<file path="src/rtl/core/vaubf_pkg.sv">
package vaubf_pkg;

    localparam int OFFSET_W = 24;
    localparam int MaxSearchBytes = 16777216;
    localparam logic [OFFSET_W-1:0] OFFSET_CAP =
        (MaxSearchBytes - 1 > 24'hFFFFFF) ? 24'hFFFFFF : OFFSET_W'(MaxSearchBytes - 1);

    localparam logic [4:0] AVC_ROOM_BYTES  = 5'd16;
    localparam logic [4:0] HEVC_ROOM_BYTES = 5'd4;

    localparam logic [5:0] AVC_NAL_EOS  = 6'd11;
    localparam logic [5:0] HEVC_NAL_EOS = 6'd37;

    typedef enum logic [1:0] {
        STATUS_BOUNDARY  = 2'd0,
        STATUS_EOS_FIRST = 2'd1,
        STATUS_NEED_ROOM = 2'd2,
        STATUS_NEED_TAIL = 2'd3
    } status_t;

endpackage

</file>
<file path="src/rtl/core/video_access_unit_boundary_finder.sv">
// Annex B access unit boundary finder for H.264 and H.265 byte streams.
// Input channel (in_valid/in_ready) carries one stream byte per beat with
// search_start marking offset 0 of a new search and buffer_end marking the
// last byte available. Output channel (out_valid/out_ready) carries at most
// one result per search: status, unit_offset and first_nal_type.
// cfg_wr_en/cfg_wr_data write codec_mode (0 H.264, 1 H.265).
// A byte's result is shown in the cycle after that byte is accepted. One
// byte is taken per cycle while no result is held; the whole per-byte
// update is a single register-to-register step feeding one output register.
// When the receiver stalls with a result held, in_ready drops until the
// result is taken; bytes that cause no result still flow while no result
// waits. Bytes arriving after a result and before the next search_start are
// accepted and dropped. Reset clears the search (waiting for search_start),
// empties the output register and sets codec_mode to H.264.
// Offsets saturate at the 24-bit limit.
module video_access_unit_boundary_finder (
    input  logic        clk,
    input  logic        rst_n,
    input  logic        cfg_wr_en,
    input  logic        cfg_wr_data,
    input  logic        in_valid,
    output logic        in_ready,
    input  logic [7:0]  data_byte,
    input  logic        search_start,
    input  logic        buffer_end,
    output logic        out_valid,
    input  logic        out_ready,
    output logic [1:0]  status,
    output logic [23:0] unit_offset,
    output logic [5:0]  first_nal_type
);
    import vaubf_pkg::*;

    typedef enum logic [3:0] {
        PH_SEEK  = 4'b0001,
        PH_ZERO1 = 4'b0010,
        PH_ZERO2 = 4'b0100,
        PH_HDR   = 4'b1000
    } phase_t;

    logic                codec_mode_reg;
    phase_t              phase_reg, phase_next;
    logic                header_seen_reg, header_seen_next;
    logic [OFFSET_W-1:0] pos_reg, pos_next;
    logic [3:0]          zero_hist_reg, zero_hist_next;
    logic [5:0]          saved_nal_reg, saved_nal_next;
    logic [4:0]          room_reg, room_next;
    logic [4:0]          hdr_room_reg, hdr_room_next;
    logic [1:0]          look_reg, look_next;
    logic [OFFSET_W-1:0] pend_off_reg, pend_off_next;
    logic                pend_bnd_reg, pend_bnd_next;
    logic                done_reg, done_next;

    logic                out_valid_reg;
    status_t             status_reg, status_next;
    logic [OFFSET_W-1:0] offset_reg, offset_next;
    logic [5:0]          nal_reg, nal_next;

    logic                accept;
    logic                active;
    logic                res_valid;
    logic                eos_first;
    logic                scan;
    logic [5:0]          hdr_type;

    function automatic logic [OFFSET_W-1:0] start_code_offset(
        input logic [OFFSET_W-1:0] p,
        input logic                zero4
    );
        logic [OFFSET_W-1:0] r;
        if (p >= OFFSET_CAP)
            r = OFFSET_CAP;
        else if (p > OFFSET_W'(4) && zero4)
            r = p - OFFSET_W'(4);
        else if (p < OFFSET_W'(3))
            r = '0;
        else
            r = p - OFFSET_W'(3);
        return r;
    endfunction

    assign in_ready = !out_valid_reg || out_ready;
    assign accept   = in_valid && in_ready;
    assign active   = search_start || !done_reg;

    always_comb
    begin
        // start from the current search, or a cleared one on search_start
        phase_next       = search_start ? PH_SEEK : phase_reg;
        header_seen_next = search_start ? 1'b0 : header_seen_reg;
        pos_next         = search_start ? '0 : pos_reg;
        zero_hist_next   = search_start ? 4'b1111 : zero_hist_reg;
        saved_nal_next   = search_start ? 6'd0 : saved_nal_reg;
        room_next        = search_start ? 5'd0 : room_reg;
        hdr_room_next    = search_start ? 5'd0 : hdr_room_reg;
        look_next        = search_start ? 2'd0 : look_reg;
        pend_off_next    = search_start ? '0 : pend_off_reg;
        pend_bnd_next    = search_start ? 1'b0 : pend_bnd_reg;
        done_next        = done_reg;
        eos_first        = 1'b0;
        scan             = 1'b0;
        res_valid        = 1'b0;
        status_next      = STATUS_BOUNDARY;
        offset_next      = '0;
        nal_next         = '0;
        hdr_type         = codec_mode_reg ? data_byte[6:1] : {1'b0, data_byte[4:0]};

        if (room_next != 5'd0)
            room_next = room_next - 5'd1;
        if (hdr_room_next != 5'd0)
            hdr_room_next = hdr_room_next - 5'd1;

        if (!pend_bnd_next)
        begin
            scan = 1'b1;
            if (look_next != 2'd0)
            begin
                look_next = look_next - 2'd1;
                // first_mb / first_slice_segment bit set: new picture
                if (look_next == 2'd0 && data_byte[7])
                begin
                    pend_bnd_next = 1'b1;
                    scan          = 1'b0;
                end
            end
        end

        if (scan)
        begin
            unique case (phase_next)
                PH_SEEK:
                begin
                    if (data_byte == 8'h00)
                        phase_next = PH_ZERO1;
                end
                PH_ZERO1:
                begin
                    phase_next = (data_byte == 8'h00) ? PH_ZERO2 : PH_SEEK;
                end
                PH_ZERO2:
                begin
                    if (data_byte == 8'h01)
                        phase_next = PH_HDR;
                    else if (data_byte != 8'h00)
                        phase_next = PH_SEEK;
                end
                PH_HDR:
                begin
                    phase_next = PH_SEEK;
                    if (( codec_mode_reg && hdr_type == HEVC_NAL_EOS) ||
                        (!codec_mode_reg && hdr_type == AVC_NAL_EOS))
                    begin
                        if (!header_seen_next)
                        begin
                            saved_nal_next = hdr_type;
                            pend_off_next  = (pos_next >= OFFSET_CAP) ? OFFSET_CAP
                                                                      : pos_next + OFFSET_W'(1);
                            eos_first      = 1'b1;
                        end
                        else
                        begin
                            pend_off_next = start_code_offset(pos_next, zero_hist_next[3]);
                            pend_bnd_next = 1'b1;
                        end
                    end
                    else if (codec_mode_reg)
                    begin
                        if (hdr_type >= 6'd32)
                        begin
                            if (header_seen_next)
                            begin
                                pend_off_next = start_code_offset(pos_next,
                                                                  zero_hist_next[3]);
                                pend_bnd_next = 1'b1;
                            end
                        end
                        else if (!header_seen_next)
                        begin
                            saved_nal_next   = hdr_type;
                            header_seen_next = 1'b1;
                        end
                        else
                        begin
                            if (room_next < HEVC_ROOM_BYTES)
                                room_next = HEVC_ROOM_BYTES;
                            look_next     = 2'd2;
                            pend_off_next = start_code_offset(pos_next, zero_hist_next[3]);
                        end
                    end
                    else if (data_byte == 8'h00)
                    begin
                        // a zero header byte opens a new start code
                        phase_next = PH_ZERO1;
                    end
                    else if (hdr_type >= 6'd1 && hdr_type <= 6'd5)
                    begin
                        if (room_next < AVC_ROOM_BYTES)
                            room_next = AVC_ROOM_BYTES;
                        if (header_seen_next)
                        begin
                            look_next     = 2'd1;
                            pend_off_next = start_code_offset(pos_next, zero_hist_next[3]);
                        end
                        else
                        begin
                            saved_nal_next   = hdr_type;
                            header_seen_next = 1'b1;
                            hdr_room_next    = AVC_ROOM_BYTES;
                        end
                    end
                    else if (hdr_type >= 6'd6 && hdr_type <= 6'd10)
                    begin
                        if (header_seen_next)
                        begin
                            pend_off_next = start_code_offset(pos_next, zero_hist_next[3]);
                            pend_bnd_next = 1'b1;
                        end
                    end
                end
                default:
                begin
                    phase_next = PH_SEEK;
                end
            endcase
        end

        zero_hist_next = {zero_hist_next[2:0], data_byte == 8'h00};
        if (pos_next < OFFSET_CAP)
            pos_next = pos_next + OFFSET_W'(1);

        nal_next = saved_nal_next;
        priority if (eos_first)
        begin
            res_valid   = 1'b1;
            status_next = STATUS_EOS_FIRST;
            offset_next = pend_off_next;
        end
        else if (pend_bnd_next && room_next == 5'd0)
        begin
            res_valid   = 1'b1;
            status_next = STATUS_BOUNDARY;
            offset_next = pend_off_next;
        end
        else if (buffer_end)
        begin
            res_valid = 1'b1;
            if (room_next != 5'd0)
            begin
                status_next = STATUS_NEED_ROOM;
                if (hdr_room_next != 5'd0)
                    nal_next = '0;
            end
            else
            begin
                status_next = STATUS_NEED_TAIL;
            end
        end
        done_next = res_valid;
    end

    always_ff @(posedge clk or negedge rst_n)
    begin
        if (!rst_n)
        begin
            codec_mode_reg  <= 1'b0;
            phase_reg       <= PH_SEEK;
            header_seen_reg <= 1'b0;
            pos_reg         <= '0;
            zero_hist_reg   <= 4'b1111;
            saved_nal_reg   <= '0;
            room_reg        <= '0;
            hdr_room_reg    <= '0;
            look_reg        <= '0;
            pend_off_reg    <= '0;
            pend_bnd_reg    <= 1'b0;
            done_reg        <= 1'b1;
            out_valid_reg   <= 1'b0;
        end
        else
        begin
            if (cfg_wr_en)
                codec_mode_reg <= cfg_wr_data;
            // drop bytes while no search is open
            if (accept && active)
            begin
                phase_reg       <= phase_next;
                header_seen_reg <= header_seen_next;
                pos_reg         <= pos_next;
                zero_hist_reg   <= zero_hist_next;
                saved_nal_reg   <= saved_nal_next;
                room_reg        <= room_next;
                hdr_room_reg    <= hdr_room_next;
                look_reg        <= look_next;
                pend_off_reg    <= pend_off_next;
                pend_bnd_reg    <= pend_bnd_next;
                done_reg        <= done_next;
            end
            if (accept && active && res_valid)
                out_valid_reg <= 1'b1;
            else if (out_ready)
                out_valid_reg <= 1'b0;
        end
    end

    always_ff @(posedge clk)
    begin
        if (accept && active && res_valid)
        begin
            status_reg <= status_next;
            offset_reg <= offset_next;
            nal_reg    <= nal_next;
        end
    end

    assign out_valid      = out_valid_reg;
    assign status         = status_reg;
    assign unit_offset    = offset_reg;
    assign first_nal_type = nal_reg;

endmodule

</file>
<file path="config.mk">
export PLATFORM = sky130hd
export DESIGN_NAME = video_access_unit_boundary_finder
export DESIGN_NICKNAME = d
export VERILOG_FILES = /design/src/rtl/core/vaubf_pkg.sv /design/src/rtl/core/video_access_unit_boundary_finder.sv
export SDC_FILE = /design/constraint.sdc
export NUM_CORES = 1
export LEC_CHECK = 0
export BUFFER_PORTS_ARGS = -buffer_cell sky130_fd_sc_hd__buf_2
export CAP_MARGIN = 20
export CORE_ASPECT_RATIO = 2
export CORE_MARGIN = 2
export CORE_UTILIZATION = 30
export CTS_BUF_LIST = sky130_fd_sc_hd__clkbuf_4
export DETAILED_ROUTE_END_ITERATION = 12
export SETUP_SLACK_MARGIN = 0.02
export SLEW_MARGIN = 20
export SYNTH_ARGS = -nofsm -noshare
export SYNTH_HDL_FRONTEND = slang
export SYNTH_SLANG_ARGS = --single-unit
</file>
<file path="constraint.sdc">
create_clock -name clk -period 8.4 [get_ports clk]
set_input_delay 0 -clock clk [delete_from_list [all_inputs] [get_ports clk]]
set_output_delay 0 -clock clk [all_outputs]
set_load 0.1 [all_outputs]
</file>
# Word level (Yosys, flattened, before mapping)
# Cells that the tools add are included.
# word_totals
ff_bits	111
input_bits	16
out_inout_bits	34
wordCells	182
# classes
n_addsub	6
n_lt_le_gt_ge	11
eq_ne	7
muxes	113
n_bitwise	1
reduce_logical	27
# ops
op	count
two-way mux 24 bit	18
two-way mux 5 bit	21
two-way mux 6 bit	15
two-way mux 1 bit	36
two-way mux 2 bit	15
adder 24 x 1 -> 24 bit, second input constant	1
greater-or-equal comparator 24 bit, second input constant	1
> comparator 24 x 3 -> 1 bit, second input constant	1
less-than comparator 24 x 2 -> 1 bit, second input constant	1
less-than comparator 24 bit, second input constant	1
two-way mux 4 bit	6
subtractor 24 x 2 -> 24 bit, second input constant	1
subtractor 24 x 3 -> 24 bit, second input constant	1
nonzero test 5 bit	4
one-hot mux 4 bit (4 select lines)	1
logical AND 1 bit	10
subtractor 5 x 1 -> 5 bit, second input constant	2
== test 8 x 1 -> 1 bit, second input constant	1
zero test 8 bit	1
nonzero test 8 bit	1
== test 6 x 4 -> 1 bit, second input constant	1
== test 6 bit, second input constant	1
greater-or-equal comparator 6 x 1 -> 1 bit, second input constant	1
greater-or-equal comparator 6 x 3 -> 1 bit, second input constant	1
18 further kinds	23

# Logic depth before layout (Yosys ltp)
# Gate-level depths: netlist of the first run.
# depth
word_depth	20
mapped_depth	18
ltp_nobuf	12

# Least setup slack after synthesis of the first run
# No wires, ideal clock.
# synth_timing
kind	register -> register
start	register out_valid_reg, in the netlist out_valid
end	register nal_reg[0], in the netlist first_nal_type[0] (enable)
setup_ns	0.421
arrival_time_ns	3.927
required_ns	7.979
setup_slack_ns	4.052
stages_incl_launch_ff	7
n_path_buf	3
synth_period_minus_slack_ns	4.348
path_cell_list	dfrtp_1 nand2b_1 nand3_1 clkbuf_1 clkbuf_1 buf_1 nor2_1
# synth_via
elab_chain_len	5
# synth_rtl
element	line_no	source
start: declaration	video_access_unit_boundary_finder.sv:54	logic out_valid_reg;
start signal: assignment	video_access_unit_boundary_finder.sv:277	out_valid_reg <= 1'b0;
start signal: assignment	video_access_unit_boundary_finder.sv:299	out_valid_reg <= 1'b1;
start signal: assignment	video_access_unit_boundary_finder.sv:301	out_valid_reg <= 1'b0;
zero test 1 bit	video_access_unit_boundary_finder.sv:82	assign in_ready = !out_valid_reg || out_ready;
logical OR 1 bit	video_access_unit_boundary_finder.sv:82	
named net in_ready	video_access_unit_boundary_finder.sv:22	output logic in_ready,
logical AND 1 bit	video_access_unit_boundary_finder.sv:83	assign accept = in_valid && in_ready;
logical AND 1 bit (2 in series)	video_access_unit_boundary_finder.sv:307	if (accept && active && res_valid)
end signal: assignment	video_access_unit_boundary_finder.sv:311	nal_reg <= nal_next;
end: declaration	video_access_unit_boundary_finder.sv:57	logic [5:0] nal_reg, nal_next;
# The timed path passes the listed nets, and every way through them passes these cells.
# A chain may end at the register's enable or synchronous reset.

# Final worst setup path of the first run
# layout_timing
start	input search_start
end	register offset_reg[14], in the netlist unit_offset[14] (data pin)
# layout_via
elab_chain_len	18
word_cells_on_any_way	71
cone_classes	5 x add/sub; 5 x order compare; 1 x eq/ne; 53 x mux; 7 x reduce/logical
# layout_rtl
element	line_no	source
start: declaration	video_access_unit_boundary_finder.sv:24	input logic search_start,
parallel branches: the longest is 17 deep, another holds subtractor 5 x 1 -> 5 bit	--	
two-way mux 24 bit (*)	video_access_unit_boundary_finder.sv:232	priority if (eos_first)
named net offset_next[14]	video_access_unit_boundary_finder.sv:56	logic [OFFSET_W-1:0] offset_reg, offset_next;
end signal: assignment	video_access_unit_boundary_finder.sv:310	offset_reg <= offset_next;
end: declaration	video_access_unit_boundary_finder.sv:56	
# Mark *: on every way through the listed nets, which the timed path passes.

==> out/qor.csv, run 1 <==
stage,metric,value,unit
cells_and_area,nFillCells,2851,
drt,viasPerCell,5.94,
timing,final.setup.worst_slack,4.16,ns
place,gp_congestion,1.00,
drt,wl,31500,um
drt,ant_nets,0,
status,status,"finished, final reports clean",
hold_path,hold_class,in2reg,
floorplan,die_h,235,um
timing,hold_viol,0,
synthesis,syn-instance-count,975,
cells_and_area,layout-drive-gt1-share,13.9,%
synthesis,synth_edf_count,32,
global_routing,track_usage,22.5,%
clock_tree,ctsResizeCount,0,
floorplan,start_util,30.5,%
global_routing,grtUsageMet2,41.7,%
synthesis,ys_ff_latch,111,
floorplan,core_area,26300,um2
timing,slew_violations,0,
place,portBuffers,49,
critical_path,crit_fanout,34,
drt,vias,7984,
clock_tree,clock_sinks,111,
clock_tree,cts_buffers,9,
timing,period_minus_slack,4.24,ns
power,power.leakage,3.25,nW
power,p_per_area,186,nW/um2
synthesis,yosys-top-cells-area,"dfrtp_1 23%, edfxtp_1 12%, nand2_1 6.4%, o21ai_0 6.3%, a21oi_1 4.8%",
synthesis,synth-main-ff-cell,dfrtp_1,
synthesis,ys_types,91,
drt,wl_per_cell,23.4,um
synthesis,synthTopCellsByCount,"136 x nand2_1, 101 x o21ai_0, 86 x nor2_1",
cells_and_area,fin_area,8800,um2
place,place_area,8460,um2
timing,worst_pin_slew,1.10,ns
critical_path,cp-start-kind,input port,
clock_tree,htreeDepth,3,
synthesis,yosysMostFrequentCell,nand2_1,
synthesis,avgSynthCellArea,8.23,um2
floorplan,boundaryPins,50,
synthesis,synth_top_area_share,22.8,%
floorplan,die_w,120,um
floorplan,die-area,28100,um2
synthesis,synthesis.nets,998,
critical_path,arrival,4.58,ns
power,peakVddDrop,0.0700,mV
synthesis,postSynth.asyncResetShare,71.2,%
timing,skew,0.0333,ns
drt,drt_first_pass_iters,7,
global_routing,met3_usage,3.22,%
clock_tree,cts_tree,yes,
synthesis,ys_warn_count,0,
global_routing,antenna_found_initial,1,
timing,relSlewSlack,26.7,%
synthesis,netlist_area,8020,um2
synthesis,seq_area_frac_synth,36.7,%
cells_and_area,num-nets-final,1018,
clock_tree,clk_latency,0.59,ns
critical_path,rrSetupSlack,4.45,ns
critical_path,worstSetupEndpointType,flop,
clock_tree,cts_buffer_depth,2,
drt,drt-initial-drc-count,704,
drt,drcViolationCount,0,
clock_tree,clk_pin_slew,0.22,ns
flow_run,drv_cap,0,
timing,rsz0062_at_grt,no,
global_routing,overflow,0,
synthesis,synth_area_leader_cell,dfrtp_1,
place,post-place-cells,1309,
global_routing,use_met1,21.2,%
place,dpl_worst_slack,4.24,ns
critical_path,crit_type,in2reg,
global_routing,grt_max_degree,56,
clock_tree,cts-root-buf,clkbuf_4,
global_routing,grt_pass1_vias,7879,
floorplan,rows,84,
timing,setup_tns,0,ns
timing,setup-violations-final,0,
critical_path,worstPathRequired,8.74,ns
global_routing,top_usage_layer,met2,
global_routing,grt_pass1_wl,47600,um
cells_and_area,fin_cells,1345,
cells_and_area,area_delta_synth_final,9.71,%
timing,fin_crit_sh,50.5,%
timing,fmax,0.236,GHz
place,hpwl,23200,um
## layout make-up
| class | instances | area [um2] | share of cell area [%] |
|---|---|---|---|
| multi-input cells | 782 | 4710 | 53.5 |
| flip-flops and latches | 111 | 2950 | 33.5 |
| repair buffers | 79 | 533 | 6.05 |
| well taps | 344 | 430 | 4.89 |
| clock buffers | 10 | 75.1 | 0.853 |
| clock inverters | 6 | 62.6 | 0.711 |
| inverters | 12 | 45.0 | 0.512 |
| diodes | 1 | 2.50 | 0.0284 |
## metal layers
metal | vias up | part of all wire, %
met4 | 0 | 9.8
met2 | 308 | 54
met3 | 133 | 4.5
met5 | - | 0
li1 | 3638 | -
met1 | 3905 | 32
## cell families (layout without fill, tap and decap cells)
group	after synthesis	after routing	synth area share, %
simple gates	397	397	25.3
compound gates	330	330	26.4
buf+inv	82	107	4.85
fa+ha+maj	7	7	1.09
flops	111	111	36.7
mux	19	19	2.50
xor+xnor	29	29	3.17
other cells	0	1	0
## what timing repair did
action | in CTS | in global routing
hold buffers | 19 | 0
setup buffers | 0 | 0
hold endpoints to repair | 100 | 0
## power breakdown
group | total (mW) | switching [mW] | leakage (nW) | internal [mW]
logic | 0.676 | 0.469 | 1.81 | 0.207
registers | 0.669 | 0.0661 | 1.36 | 0.603
clock network | 0.291 | 0.219 | 0.0763 | 0.0718
## cells in the final DEF, fill, tap and decap left out, types with 12 or more instances in the layout
cell           count
nand2_1          136
o21ai_0          101
nor2_1            85
a21oi_1           77
dfrtp_1           73
buf_2             47
nor3_1            37
edfxtp_1          32
nand3_1           21
dlygate4sd3_1     18
xnor2_1           17
nand4_1           14
buf_4             13
inv_1             12
nor2b_1           12
xor2_1            12
## worst max-delay path, stage by stage
cell and delay [ns]:
dlygate4sd3_1 0.53, buf_4 0.24, inv_1 0.11, buf_4 0.39
nand2_1 0.15, inv_1 0.13, ha_1 0.58, nand2_1 0.33
nor3_4 0.51, nand2_1 0.12, or4_1 0.55, xor2_1 0.52
o21ai_0 0.18, nand2_1 0.13, nor3_1 0.05
## final timing paths
kind                                              start                           end  cells after the start
setup / recovery                           search_start     unit_offset[14]$_DFFE_PP_                     15
hold / removal                                 in_valid   pend_off_reg[7]$_DFFE_PN0P_                      3
setup reg to reg                 pos_reg[0]$_DFFE_PN0P_     unit_offset[14]$_DFFE_PP_                     11
hold reg to reg            zero_hist_reg[2]$_DFFE_PN1P_  zero_hist_reg[2]$_DFFE_PN1P_                      2
max in group asynchronous                         rst_n  pend_off_reg[17]$_DFFE_PN0P_                      4
min in group asynchronous                         rst_n        pos_reg[5]$_DFFE_PN0P_                      4
## metrics by stage
stage	power, mW	hold WS [ns]	utilization, %
2_1_floorplan	1.13	-0.296	-
3_3_place_gp	1.33	-0.0534	32.2
3_5_place_dp	1.33	-0.0536	32.2
4_1_cts	1.63	0.0231	33.5
5_1_grt	1.72	0.0662	33.5
6_report	1.64	0.0438	33.5
(Power assumes the default switching activity.)
==> inputs of run 2 (changes only) <==
--- a/config.mk
+++ b/config.mk
@@ -5,6 +5,7 @@
 export SDC_FILE = /design/constraint.sdc
 export NUM_CORES = 1
 export LEC_CHECK = 0
+export ABC_AREA = 1
 export BUFFER_PORTS_ARGS = -buffer_cell sky130_fd_sc_hd__buf_2
 export CAP_MARGIN = 20
 export CORE_ASPECT_RATIO = 2
==> constraint.sdc (replaced) <==
create_clock -name clk -period 4 [get_ports clk]
set_input_delay 0 -clock clk [delete_from_list [all_inputs] [get_ports clk]]
set_output_delay 0 -clock clk [all_outputs]
set_load 0.1 [all_outputs]
==> out/qor.csv, run 2 <==
stage,metric,value,unit,change
power,power.share.clock,17.9,%,about the same
floorplan,rows,87,,+3.6%
clock_tree,cts_buffer_depth,2,,unchanged
critical_path,arrival,3.82,ns,-0.76 ns
drt,drt_first_pass_iters,7,,unchanged
synthesis,netlist_area,8470,um2,+5.5%
critical_path,path_cells,inv_1 -> nor2_2 -> inv_1 -> ha_1 -> inv_1 -> nor2_1 -> inv_1 -> nor2_1 -> nand3_1 -> nand2_1 -> o21ai_1 -> nor2_1 -> nor2_1 -> nand2_1 -> a21oi_2,,
synthesis,synth_mux_area_share,0.266,%,-2.2 points
drt,drt-initial-drc-count,855,,+21%
synthesis,synth-compound-area-share,12.7,%,-14 points
synthesis,synthSimpleGateAreaFrac,38.6,%,+13 points
power,power.total,3.36,mW,+110%
global_routing,grt_pass1_wl,44000,um,-7.6%
critical_path,crit_start,pos_reg[2]$_DFFE_PN0P_,,
synthesis,synth_edf_count,32,,unchanged
hold_path,hold_class,in2async,,
synthesis,synth-main-ff-cell,dfrtp_1,,
clock_tree,clock_sinks,111,,unchanged
power,power_frac_seq,40.4,%,-0.5 points
critical_path,worstSetupEndpointType,flop,,
synthesis,postSynth.asyncResetShare,71.2,%,unchanged
synthesis,seq_area_frac_synth,34.8,%,-1.9 points
power,power.leakage,4.58,nW,+41%
synthesis,syn-instance-count,1294,,+33%
floorplan,die-area,29700,um2,+5.4%
floorplan,core_area,28000,um2,+6.5%
cells_and_area,area_delta_synth_final,9.37,%,
synthesis,synth_top_area_share,21.6,%,-1.2 points
synthesis,synth_area_leader_cell,dfrtp_1,,
timing,hold_viol,13,,+13
critical_path,crit_type,reg2reg,,
timing,skew,0.0345,ns,+0.00113 ns
synthesis,synthAdderAreaFrac,1.03,%,-0.057 points
drt,vias,8485,,+6.3%
place,gp_congestion,1.01,,+1.2%
timing,fin_crit_sh,88.3,%,
power,power.switching,1.52,mW,+100%
synthesis,synth_top_family_by_area,simple AND/OR/NAND/NOR gates,,
floorplan,start_util,30.3,%,-0.27 points
global_routing,overflow,0,,unchanged
synthesis,yosysMostFrequentCell,nand2_1,,
critical_path,critical_path.max_stage_delay,0.50,ns,-0.08 ns
synthesis,ys_ff_latch,111,,unchanged
drt,ant_nets,0,,unchanged
timing,slew_violations,0,,unchanged
status,violations,negative hold slack,,
synthesis,ys_warn_count,0,,unchanged
synthesis,ys_types,53,,-42%
timing,period_minus_slack,3.53,ns,
synthesis,synthXorXnorAreaFrac,2.90,%,-0.27 points
cells_and_area,nFillCells,3074,,+7.8%
power,peakVddDrop,0.256,mV,+270%
synthesis,yosys-top-cells-area,"dfrtp_1 22%, nand2_1 20%, edfxtp_1 11%, nor2_1 6.6%, nand3_1 6.0%",,
clock_tree,cts-root-buf,clkbuf_4,,
clock_tree,clk_latency,0.54,ns,-0.05 ns
critical_path,cp-start-kind,flop,,
global_routing,track_usage,18.9,%,-3.6 points
synthesis,avgSynthCellArea,6.54,um2,-20%
drt,drcViolationCount,0,,unchanged
global_routing,grt_pass1_vias,7983,,+1.3%
critical_path,cpMaxStageDelayCell,nand2_1,,
timing,whs,-0.0113,ns,-0.0551 ns
global_routing,antenna_found_initial,1,,unchanged
flow_run,drv_cap,0,,unchanged
clock_tree,clk_pin_slew,0.22,ns,about the same
timing,setup-violations-final,0,,unchanged
critical_path,crit_fanout,12,,-65%
place,portBuffers,49,,unchanged
floorplan,boundaryPins,50,,unchanged
status,status,"complete, but fails checks",,
cells_and_area,num-nets-final,1358,,+33%
power,power.internal,1.83,mW,+110%
drt,viasPerCell,5.00,,-16%
clock_tree,cts_tree,yes,,
synthesis,synthesis.nets,1317,,+32%
power,p_per_area,362,nW/um2,+95%
cells_and_area,mostFrequentLayoutCell,nand2_1,,
clock_tree,htreeDepth,3,,unchanged
global_routing,grt_max_degree,84,,+50%
critical_path,rr_worst_depth,15,,+4
timing,relSlewSlack,55.9,%,+29 points
power,p_comb_share,41.8,%,+0.4 points
synthesis,synthTopCellsByCount,"453 x nand2_1, 148 x nor2_1, 126 x inv_1",,
place,hpwl,20700,um,-11%
power,netSwitchingFraction,45.4,%,-0.75 points
critical_path,r2r-start,pos_reg[2]$_DFFE_PN0P_,,
floorplan,die_h,242,um,+2.7%
floorplan,die_w,123,um,+2.6%
cells_and_area,mostFrequentLayoutCells,"453 x nand2_1, 148 x nor2_1, 125 x inv_1",,
clock_tree,cts_buffers,9,,unchanged
timing,rsz0062_at_grt,no,,
critical_path,worstPathRequired,4.28,ns,-4.46 ns
cells_and_area,layout-drive-gt1-share,11.5,%,-2.4 points
timing,setup_tns,0,ns,unchanged
timing,worst_pin_slew,0.661,ns,-0.439 ns
drt,wl_per_cell,16.1,um,-31%
timing,fmax,0.283,GHz,
drt,wl,27300,um,-13%
run 2: path summary, 6_finish.rpt:
check                      slack (ns)                            to
max in group asynchronous        3.03  zero_hist_reg[2]$_DFFE_PN1P_
hold reg to reg                  0.48  zero_hist_reg[2]$_DFFE_PN1P_
hold / removal                  -0.01   hdr_room_reg[3]$_DFFE_PN0P_
min in group clk                 0.12      phase_reg[0]$_DFFE_PN1P_
setup reg to reg                 0.47     unit_offset[15]$_DFFE_PP_
setup / recovery                 0.47     unit_offset[15]$_DFFE_PP_
run 2: cell type report:
type	instances	area, um2	area share [%]
Multi-Input combinational cell	1000	4700	50.8
Tap cell	356	445	4.81
Timing Repair Buffer	80	520	5.62
Clock inverter	7	72.6	0.784
Sequential cell	111	2950	31.8
Inverter	133	502	5.42
Antenna cell	1	2.50	0.0270
Clock buffer	9	67.6	0.730
run 2: routing by layer:
layer | wire, um | vias up | track usage (%)
met5 | 0 | - | 0
met4 | 748 | 0 | 5.88
met3 | 1900 | 50 | 3.11
met2 | 12100 | 342 | 28.5
met1 | 12600 | 3837 | 27.3
li1 | - | 4256 | -
run 2: logic make-up after synthesis:
group | after synthesis
compound gates | 186
mux | 2
buf+inv | 183
flops | 111
xor+xnor | 28
fa+ha+maj | 7
simple gates | 777
run 2: timing repair:
item,in CTS,in global routing
buffers inserted,0,0
setup endpoints to repair,0,0
resized for setup,0,0
hold endpoints to repair,65,0
hold buffers,11,0
run 2: critical path, delay by kind of cell (launching register included):
| family | cells | cell delay, ns |
|---|---|---|
| fa+ha+maj | 1 | 0.27 |
| simple gates | 8 | 1.77 |
| buf+inv | 4 | 0.54 |
| flops | 1 | 0.41 |
| compound gates | 2 | 0.30 |
run 2: through the flow:
step                utilization (%)  setup slack, ns  instances  cell area (um2)  hold slack (ns)
floorplan                         -            0.491       1294             8470           -0.296
global placement               32.2            0.587       1669             9010           0.0798
detailed placement             32.2            0.590       1669             9010           0.0917
CTS                            33.1            0.561       1696             9260           0.0127
global route                   33.1            0.337       1697             9260          0.00240
finish                         33.1            0.468       1697             9260          -0.0113
run 2: power groups by stage:
stage / registers, mW / logic [mW] / clock network, mW
6_report: 1.36 / 1.40 / 0.599
4_1_cts: 1.36 / 1.39 / 0.616
3_3_place_gp: 1.38 / 1.38 / 0
2_1_floorplan: 1.53 / 0.906 / 0
5_1_grt: 1.37 / 1.55 / 0.659
3_5_place_dp: 1.38 / 1.37 / 0
